===== config.mk =====
export PLATFORM = sky130hd
export DESIGN_NAME = tcfe_dist_unit
export DESIGN_NICKNAME = d
export VERILOG_FILES = /design/src/rtl/tcfe_pkg.sv /design/src/rtl/tcfe_dist_unit.sv
export SDC_FILE = /design/constraint.sdc
export NUM_CORES = 1
export LEC_CHECK = 0
export ABC_AREA = 1
export BUFFER_PORTS_ARGS = -buffer_cell sky130_fd_sc_hd__buf_2
export CORE_MARGIN = 1.5
export CORE_UTILIZATION = 35
export CTS_CLUSTER_SIZE = 28
export DETAILED_ROUTE_END_ITERATION = 8
export PLACE_DENSITY = 0.64
export SYNTH_ARGS = -nofsm -noshare
export SYNTH_HDL_FRONTEND = slang
export SYNTH_SLANG_ARGS = --single-unit

===== constraint.sdc =====
create_clock -name clock -period 3.6 [get_ports clock]
set_input_delay 0.18 -clock clock [delete_from_list [all_inputs] [get_ports clock]]
set_output_delay 0.18 -clock clock [all_outputs]
set_load 0.005 [all_outputs]

===== src/rtl/tcfe_pkg.sv =====
// package: types, constants and state encoding shared by the tile cache files
`default_nettype none
package tcfe_pkg;

   localparam int CACHE_ENTRIES_DEFAULT = 64;
   localparam int TAG_W = 32;
   localparam int COORD_W = 32;
   localparam int SLOT_INDEX_W = 6;
   localparam int MAG_W = COORD_W;
   localparam int SUM_W = MAG_W + 2;
   localparam int DIST_W = MAG_W + 3;

   localparam logic KIND_LOOKUP = 1'b0;
   localparam logic KIND_CLEAR = 1'b1;

   typedef enum logic [2:0] {
      ST_INIT,
      ST_IDLE,
      ST_SCAN,
      ST_WAIT,
      ST_DECIDE,
      ST_CLEAR,
      ST_RESP
   } state_type;

   typedef struct packed {
      logic               valid;
      logic [TAG_W-1:0]   tag;
      logic [COORD_W-1:0] center_x;
      logic [COORD_W-1:0] center_y;
      logic [COORD_W-1:0] center_z;
   } slot_entry_type;

   typedef struct packed {
      logic             last;
      logic             ent_valid;
      logic             match;
      logic [TAG_W-1:0] tag;
   } scan_info_type;

endpackage
`default_nettype wire


===== src/rtl/tcfe_dist_unit.sv =====
// pipelined distance unit: 4*max + med + min of per-axis magnitudes, three stages
`default_nettype none
module tcfe_dist_unit #(
   parameter int IdxWidth = 6
) (
   input  wire logic                          clock,
   input  wire logic                          reset,
   input  wire logic                          in_valid,
   input  wire tcfe_pkg::scan_info_type       in_info,
   input  wire logic [IdxWidth-1:0]           in_idx,
   input  wire logic [tcfe_pkg::COORD_W-1:0]  center_x,
   input  wire logic [tcfe_pkg::COORD_W-1:0]  center_y,
   input  wire logic [tcfe_pkg::COORD_W-1:0]  center_z,
   input  wire logic [tcfe_pkg::COORD_W-1:0]  view_x,
   input  wire logic [tcfe_pkg::COORD_W-1:0]  view_y,
   input  wire logic [tcfe_pkg::COORD_W-1:0]  view_z,
   output logic                               out_valid,
   output tcfe_pkg::scan_info_type            out_info,
   output logic [IdxWidth-1:0]                out_idx,
   output logic [tcfe_pkg::DIST_W-1:0]        out_dist
);

   localparam int CW = tcfe_pkg::COORD_W;
   localparam int MW = tcfe_pkg::MAG_W;
   localparam int SW = tcfe_pkg::SUM_W;
   localparam int DW = tcfe_pkg::DIST_W;

   function automatic logic [MW-1:0] abs_diff(input logic [CW-1:0] a, input logic [CW-1:0] b);
      logic [CW:0] d;
      logic [CW:0] n;
      begin
         d = {a[CW-1], a} - {b[CW-1], b};
         n = ~d + (CW+1)'(1);
         abs_diff = d[CW] ? n[MW-1:0] : d[MW-1:0];
      end
   endfunction

   logic                    s1_valid_ff, s2_valid_ff, s3_valid_ff;
   tcfe_pkg::scan_info_type s1_info_ff, s2_info_ff, s3_info_ff;
   logic [IdxWidth-1:0]     s1_idx_ff, s2_idx_ff, s3_idx_ff;
   logic [MW-1:0]           s1_dx_ff, s1_dy_ff, s1_dz_ff;
   logic [MW-1:0]           s2_max_ff;
   logic [SW-1:0]           s2_sum_ff;
   logic [DW-1:0]           s3_dist_ff;

   logic [MW-1:0] max_xy_in;
   logic [MW-1:0] s2_max_in;
   logic [SW-1:0] s2_sum_in;
   logic [DW-1:0] s3_dist_in;

   always_comb begin
      max_xy_in = (s1_dx_ff < s1_dy_ff) ? s1_dy_ff : s1_dx_ff;
      s2_max_in = (max_xy_in < s1_dz_ff) ? s1_dz_ff : max_xy_in;
      s2_sum_in = SW'(s1_dx_ff) + SW'(s1_dy_ff) + SW'(s1_dz_ff);
      // 4*max + med + min = 3*max + (dx + dy + dz)
      s3_dist_in = DW'({s2_max_ff, 1'b0}) + DW'(s2_max_ff) + DW'(s2_sum_ff);
   end

   always_ff @(posedge clock) begin
      if (reset) begin
         s1_valid_ff <= 1'b0;
         s2_valid_ff <= 1'b0;
         s3_valid_ff <= 1'b0;
      end else begin
         s1_valid_ff <= in_valid;
         s2_valid_ff <= s1_valid_ff;
         s3_valid_ff <= s2_valid_ff;
      end
      s1_info_ff <= in_info;
      s1_idx_ff  <= in_idx;
      s1_dx_ff   <= abs_diff(center_x, view_x);
      s1_dy_ff   <= abs_diff(center_y, view_y);
      s1_dz_ff   <= abs_diff(center_z, view_z);
      s2_info_ff <= s1_info_ff;
      s2_idx_ff  <= s1_idx_ff;
      s2_max_ff  <= s2_max_in;
      s2_sum_ff  <= s2_sum_in;
      s3_info_ff <= s2_info_ff;
      s3_idx_ff  <= s2_idx_ff;
      s3_dist_ff <= s3_dist_in;
   end

   assign out_valid = s3_valid_ff;
   assign out_info  = s3_info_ff;
   assign out_idx   = s3_idx_ff;
   assign out_dist  = s3_dist_ff;

endmodule
`default_nettype wire


==> reports/qor.yml, run 1 <==
run_status:
  status: "finished, final reports clean"
sta:
  hold_viol_final: 0
  holdWs_ns: 0.01603
  fin_crit_sh_pct: 98.23
  finalSetupViolations: 0
  tightest_slew_ns: 0.5644
  finalClockSkew_ns: 0.01371
  finalMaxSlewViolations: 0
  setup_tns_ns: 0
  max_freq_ghz: 0.2828
  fin_crit_ns: 3.536
  slew_headroom_pct: 62.02
power_and_ir_drop:
  p_leak_nw: 14.08
  p_comb_share_pct: 66.0
  max-vdd-ir-drop_uv: 627.9
  sw_frac_of_total_pct: 46.77
  powerDensity_mw_per_mm2: 1011
  seqPwrFrac_pct: 20.9
  intPower_mw: 15.21
  clockPowerShare_pct: 13.1
  p_sw_mw: 13.37
critical_path:
  arrival_ns: 4.00
  cp-start-kind: "flip-flop"
  startpoint: "s1_dy_ff[14]"
  path_max_fanout: 17
  critPathCaptureType: "flip-flop"
  critPathKind: "flip-flop to flip-flop"
  r2r_start: "s1_dy_ff[14]"
  required_ns: 4.06
route:
  wl_per_cell_um: 14.99
  drc: 0
  wl_met1_um: 31840
  antenna_left: 0
  routed_wl_um: 66920
  highest_layer: "met4"
  dr_wl_met3_um: 3462
  via_per_inst: 4.786
  vias: 21370
  met2_length_um: 30110
  first_pass_iters: 5
  detail_route.iter0.violations: 1436
clock_tree:
  clkTransAtPathRegs_ns: 0.06
  clock-sinks: 323
  cts_root_buffer: "clkbuf_16"
  cts_tree: "built"
  htree_levels: 2
  clockBufferDepth: 3
  numCtsBuffers: 35
  insertion_delay_ns: 0.52
floorplan:
  die_area_mm2: 0.06676
  initial_core_util_pct: 35.41
  die_h_um: 258.4
  core_area_mm2: 0.06446
  rows: 93
  ioPinCount: 313
  die_w_um: 258.4
synthesis:
  synth_common_cells: "nand2_1, inv_1, dfxtp_1"
  netlist_area_mm2: 0.02283
  netlist_instances: 3143
  synthesis.nets: 3675
  ys_seq_area_share_pct: 28.33
  syn_area_per_cell_um2: 7.263
  synth-warning-count: 0
  synthFlopType: "dfxtp_1"
  synth_cell_types: 67
  netlist.area_leader.share_pct: 28.33
  yosysMostFrequentCell: "nand2_1"
  synth_edf_count: 0
  synthTopCellsByArea: "dfxtp_1, ha_1, nand2_1, inv_1, fa_1"
  synth_top_area_cell: "dfxtp_1"
  synthArstFlopShare_pct: 0
  ys_ff_latch: 323
cells_and_area:
  area_delta_synth_final_pct: 23.81
  nFillCells: 6538
  layout-drive-gt1-share_pct: 18.12
  stdcell_count: 4465
  final_nets: 4116
grt:
  grt_pass1_vias: 20370
  grt_max_degree: 36
  grt_antenna_before_repair: 1
  track_usage_pct: 18.99
  gr-total-overflow: 0
  grt_pass1_wl_um: 103500
placement:
  hpwl_um: 55500
  place_congestion: 0.9565
  dpl.cell_count: 4341
  port_buffers: 312
job:
  maxCapViolations: 0
hold_path:
  holdCritStartpoint: "view_z[0]"
  hold_path.class: "input pin to flip-flop"
-- worst max-delay path, stage by stage (launching register included) --
cell and delay, ns:
dfxtp_1 0.38, inv_1 0.08, ha_1 0.29, nand4_1 0.14, a21oi_1 0.16, nor2_1 0.06
nand2_1 0.09, nand2_2 0.11, nand2_8 0.15, clkbuf_16 0.20, o21ai_1 0.12, ha_1 0.22
a21oi_2 0.11, o21ai_1 0.08, nand3_1 0.11, a21oi_2 0.07, a211oi_2 0.20, nor2_1 0.09
a211oi_2 0.29, buf_6 0.21, clkbuf_16 0.16, nand3_1 0.07, nand2_1 0.08
-- power groups by stage --
stage               sequential (mW)  combinational [mW]  clock [mW]
floorplan                      5.69                12.7           0
global placement               5.94                17.3           0
detailed placement             5.97                17.4           0
CTS                            5.90                17.6        3.82
global route                   6.08                21.2        3.98
finish                         5.96                18.9        3.75
-- cell usage in the layout (no fill, tap or decap), drive strengths merged, types with 4 or more instances in the layout --
master	n
nand2	753
inv	472
buf	380
dfxtp	323
nor2	317
ha	228
a21oi	219
nand3	174
o21ai	162
xor2	129
fa	68
xnor2	55
nand4	54
clkbuf	47
dlygate4sd3	43
nor3	40
a21o	18
a21boi	16
o21a	12
nand3b	11
o21bai	11
a31oi	10
nor4	10
clkinv	9
clkinvlp	5
bufinv	5
a211oi	5
a31o	4
o211ai	4
-- metal layers --
metal,GRT usage [%],up-vias
met5,0,-
met4,4.305,0
met3,2.034,94
met2,31.79,574
met1,26.17,9638
li1,-,11060
-- kinds of logic after synthesis --
logic type | after synthesis | share of synthesized area (%)
fa+ha+maj | 296 | 18.46
buf+inv | 495 | 8.277
simple gates | 1368 | 25.50
flops | 323 | 28.33
compound gates | 477 | 12.06
xor+xnor | 184 | 7.372
-- sequential cells by signal, summed over array words and instances (netlist names) --
register     cells
out_dist        35
out_info        35
s1_info_ff      35
s2_info_ff      35
s2_sum_ff       34
s1_dx_ff        32
s1_dy_ff        32
s1_dz_ff        32
s2_max_ff       32
out_idx          6
s1_idx_ff        6
s2_idx_ff        6
out_valid        1
s1_valid_ff      1
s2_valid_ff      1
-- cell type report --
type	count	area [um^2]	area share (%)
Antenna cell	1	2.502	0.008854
Clock buffer	42	954.7	3.378
Clock inverter	20	267.8	0.9474
Inverter	471	1773	6.273
Multi-Input combinational cell	2325	14970	52.98
Sequential cell	323	6518	23.06
Tap cell	855	1070	3.785
Timing Repair Buffer	428	2704	9.567
-- repair_timing --
action                     in CTS  in global routing
pin swaps                       0                 45
cloned                          0                  8
hold endpoints to repair       44                  0
setup endpoints to repair      32                 41
hold buffers                   43                  0
buffers inserted                0                 10
gates resized for setup         5                157
-- metrics by stage --
step / total power [mW] / util, % / setup WS, ns / instance area [um^2]
after floorplan: 18.35 / - / 0.07942 / 22830
after global placement: 23.23 / 40.03 / -0.06327 / 25810
after detailed placement: 23.35 / 40.03 / -0.05038 / 25810
after CTS: 27.30 / 42.60 / 0.007172 / 27460
after global routing: 31.30 / 43.84 / -0.1047 / 28260
final: 28.58 / 43.84 / 0.06357 / 28260
-- final timing paths --
kind	end	slack, ns	cells after the start
worst max-delay path	s2_max_ff[10]	0.06	22
worst min-delay path	s1_dz_ff[0]	0.02	3
worst max register to register	s2_max_ff[10]	0.06	22
worst min register to register	out_info[14]	0.32	0
(Power assumes the default switching activity.)
==> inputs of run 2 (changes only) <==
CORE_UTILIZATION = 50   (was 35)
PLACE_DENSITY = 0.83   (was 0.64)
==> run 2 against run 1 <==
Against the previous run: the flow now finishes with violations (setup timing); global-route usage is 7.1 points higher; design area decreased by 2.4%; worst setup slack worse by 0.12 ns; critical path depth decreased by 2; core utilization increased by 17 points; clock skew increased by 0.0054 ns; largest cell class unchanged; highest routed layer is now met5.
==> reports/qor.yml, run 2 (synthesized netlist as in run 1, its figures left out) <==
placement:
  hpwl_um: 52140  # was 55500 um
  post-place-ws_ns: -0.01156  # was -0.05038 ns
  dpl.cell_count: 4078  # was 4341
  place_congestion: 0.9775  # was 0.9565
  placed_area_mm2: 0.02543  # was 0.02581 mm^2
  port_buffers: 312  # unchanged
cells_and_area:
  final_nets: 4103  # was 4116
  fin_util_pct: 61.06  # was 43.84%
  stdcell_count: 4195  # was 4465
  mostFrequentLayoutCell: "nand2_1"  # unchanged
  stdcell_area_mm2: 0.02759  # was 0.02826 mm^2
  area_delta_synth_final_pct: 20.87  # was 23.81%
  layout-drive-gt1-share_pct: 17.00  # was 18.12%
  layout_common_cells: "nand2_1, inv_1, buf_2"  # unchanged
  nFillCells: 3984  # was 6538
critical_path:
  cp-start-kind: "flip-flop"  # unchanged
  r2r_start: "s1_dy_ff[27]"  # was s1_dy_ff[14]
  critPathCaptureType: "flip-flop"  # unchanged
  arrival_ns: 4.10  # was 4.00 ns
  reg2reg_setup_slack_ns: -0.05  # was 0.06 ns
  critPathKind: "flip-flop to flip-flop"  # unchanged
  r2r_end: "s2_max_ff[10]"  # unchanged
  r2r_cells: 20  # was 22
  required_ns: 4.05  # was 4.06 ns
  path_max_fanout: 16  # was 17
floorplan:
  rows: 78  # was 93
  ioPinCount: 313  # unchanged
  die_area_mm2: 0.04694  # was 0.06676 mm^2
  die_w_um: 216.7  # was 258.4 um
  die_h_um: 216.7  # was 258.4 um
  core_area_mm2: 0.04519  # was 0.06446 mm^2
  initial_core_util_pct: 50.52  # was 35.41%
route:
  antenna_left: 0  # unchanged
  wl_per_cell_um: 15.48  # was 14.99 um
  routed_wl_um: 64920  # was 66920 um
  first_pass_iters: 6  # was 5
  via_per_inst: 5.249  # was 4.786
  drc: 0  # unchanged
  detail_route.iter0.violations: 1623  # was 1436
  vias: 22020  # was 21370
clock_tree:
  cts_tree: "built"  # unchanged
  numCtsBuffers: 30  # was 35
  clockBufferDepth: 3  # unchanged
  clkTransAtPathRegs_ns: 0.07  # was 0.06 ns
  clock-sinks: 323  # unchanged
  htree_levels: 1  # was 2
  insertion_delay_ns: 0.58  # was 0.52 ns
  cts_root_buffer: "clkbuf_16"  # unchanged
hold_path:
  whs_path_depth: 3  # unchanged
  holdPathEnd: "s1_dy_ff[0]"  # was s1_dz_ff[0]
  hold_path.class: "input pin to flip-flop"  # unchanged
  holdCritStartpoint: "view_y[0]"  # was view_z[0]
power_and_ir_drop:
  clockPowerShare_pct: 12.4  # was 13.1%
  powerDensity_mw_per_mm2: 1027  # was 1011 mW/mm^2
  max-vdd-ir-drop_uv: 677.3  # was 627.9 uV
  p_sw_mw: 13.45  # was 13.37 mW
  seqPwrFrac_pct: 21.2  # was 20.9%
  intPower_mw: 14.89  # was 15.21 mW
  p_leak_nw: 13.99  # was 14.08 nW
  p_comb_share_pct: 66.5  # was 66.0%
  sw_frac_of_total_pct: 47.45  # was 46.77%
sta:
  finalMaxSlewViolations: 0  # unchanged
  tightest_slew_ns: 0.5244  # was 0.5644 ns
  fin_crit_ns: 3.653  # was 3.536 ns
  max_freq_ghz: 0.2738  # was 0.2828 GHz
  finalSetupViolations: 20  # was 0
  slew_headroom_pct: 64.72  # was 62.02%
  setup_slack_ns: -0.05251  # was 0.06357 ns
  grt_setup_unrepaired: "true"
  finalClockSkew_ns: 0.01914  # was 0.01371 ns
  fin_crit_sh_pct: 101.5  # was 98.23%
  hold_viol_final: 0  # unchanged
  setup_tns_ns: -0.3159  # was 0 ns
grt:
  grt_max_degree: 33  # was 36
  grt_antenna_before_repair: 2  # was 1
  track_usage_pct: 26.06  # was 18.99%
  grt_pass1_vias: 20810  # was 20370
  gr-total-overflow: 0  # unchanged
  grt_pass1_wl_um: 100600  # was 103500 um
run_status:
  violations: "setup timing"
  status: "finished, violations left"  # was finished, final reports clean
job:
  maxCapViolations: 0  # unchanged
-- run 2: changes by cell type in the layout (fill, tap and decap cells not counted), sizes merged --
cell	previous run	this run
buf	380	368
clkbuf	47	40
inv	472	478
clkinv	9	6
clkinvlp	5	2
dlygate4sd3	43	46
bufinv	5	6
-- run 2: what timing repair did --
action	CTS	global route
setup endpoints to repair	5	43
hold buffers	46	0
endpoints found under the hold margin	46	0
cloned	0	7
pin swaps	0	32
setup buffers	0	8
gates resized for setup	3	122
-- run 2: power by group through the flow --
stage / clock network (mW) / registers (mW) / logic [mW]
3_3_place_gp: 0 / 5.93 / 16.8
3_5_place_dp: 0 / 5.98 / 17.2
6_report: 3.50 / 6.00 / 18.8
2_1_floorplan: 0 / 5.69 / 12.7
5_1_grt: 3.71 / 6.09 / 21.0
4_1_cts: 3.55 / 5.91 / 17.4
-- run 2: area by class of cell --
type / instances / area (um^2) / area share (%)
Sequential cell: 323 / 6516 / 23.62
Clock buffer: 34 / 807.0 / 2.925
Multi-Input combinational cell: 2325 / 14780 / 53.57
Inverter: 471 / 1770 / 6.417
Tap cell: 600 / 750.7 / 2.721
Clock inverter: 21 / 302.8 / 1.097
Timing Repair Buffer: 420 / 2661 / 9.646
Antenna cell: 1 / 2.502 / 0.009070
-- run 2: stage by stage --
step / hold slack, ns / power (mW)
after global routing: 0.1101 / 30.82
after CTS: 0.09348 / 26.89
final: 0.1366 / 28.34
after floorplan: 0.2077 / 18.35
after detailed placement: 0.2845 / 23.14
after global placement: 0.2824 / 22.72
-- run 2: worst max-delay path by stage --
stage | from | end | slack (ns)
after floorplan | s1_dy_ff[31] | s2_max_ff[1] | 0.08
after detailed placement | s1_dy_ff[0] | s2_sum_ff[31] | -0.01
final | s1_dy_ff[27] | s2_max_ff[10] | -0.05
after global routing | s1_dy_ff[27] | s2_max_ff[10] | -0.22
after CTS | s1_dy_ff[3] | s2_max_ff[30] | 0.02
after global placement | s1_dy_ff[0] | s2_sum_ff[31] | 0.13
-- run 2: critical path, cell delays in order, from the launching register on --
cell,delay [ns]
dfxtp_2,0.34
inv_1,0.06
ha_1,0.29
a21oi_1,0.16
o21ai_1,0.09
nand2_1,0.07
nand3_1,0.10
nor2_2,0.18
nand2_4,0.12
clkbuf_16,0.18
o21ai_1,0.19
ha_1,0.28
a21oi_1,0.23
a31oi_1,0.17
a2111oi_2,0.28
nand2_1,0.13
nand2_1,0.17
nand2_2,0.13
buf_12,0.19
nand2_1,0.08
nand2_1,0.08
-- run 2: per-layer routing --
layer  track usage [%]  up-vias  part of all wire, %
met5                 0        -                0.014
met4             8.241        2                  3.3
met3             3.158      128                  7.4
met2             44.60      861                   46
met1             34.11    10020                   43
li1                  -    11010                    -
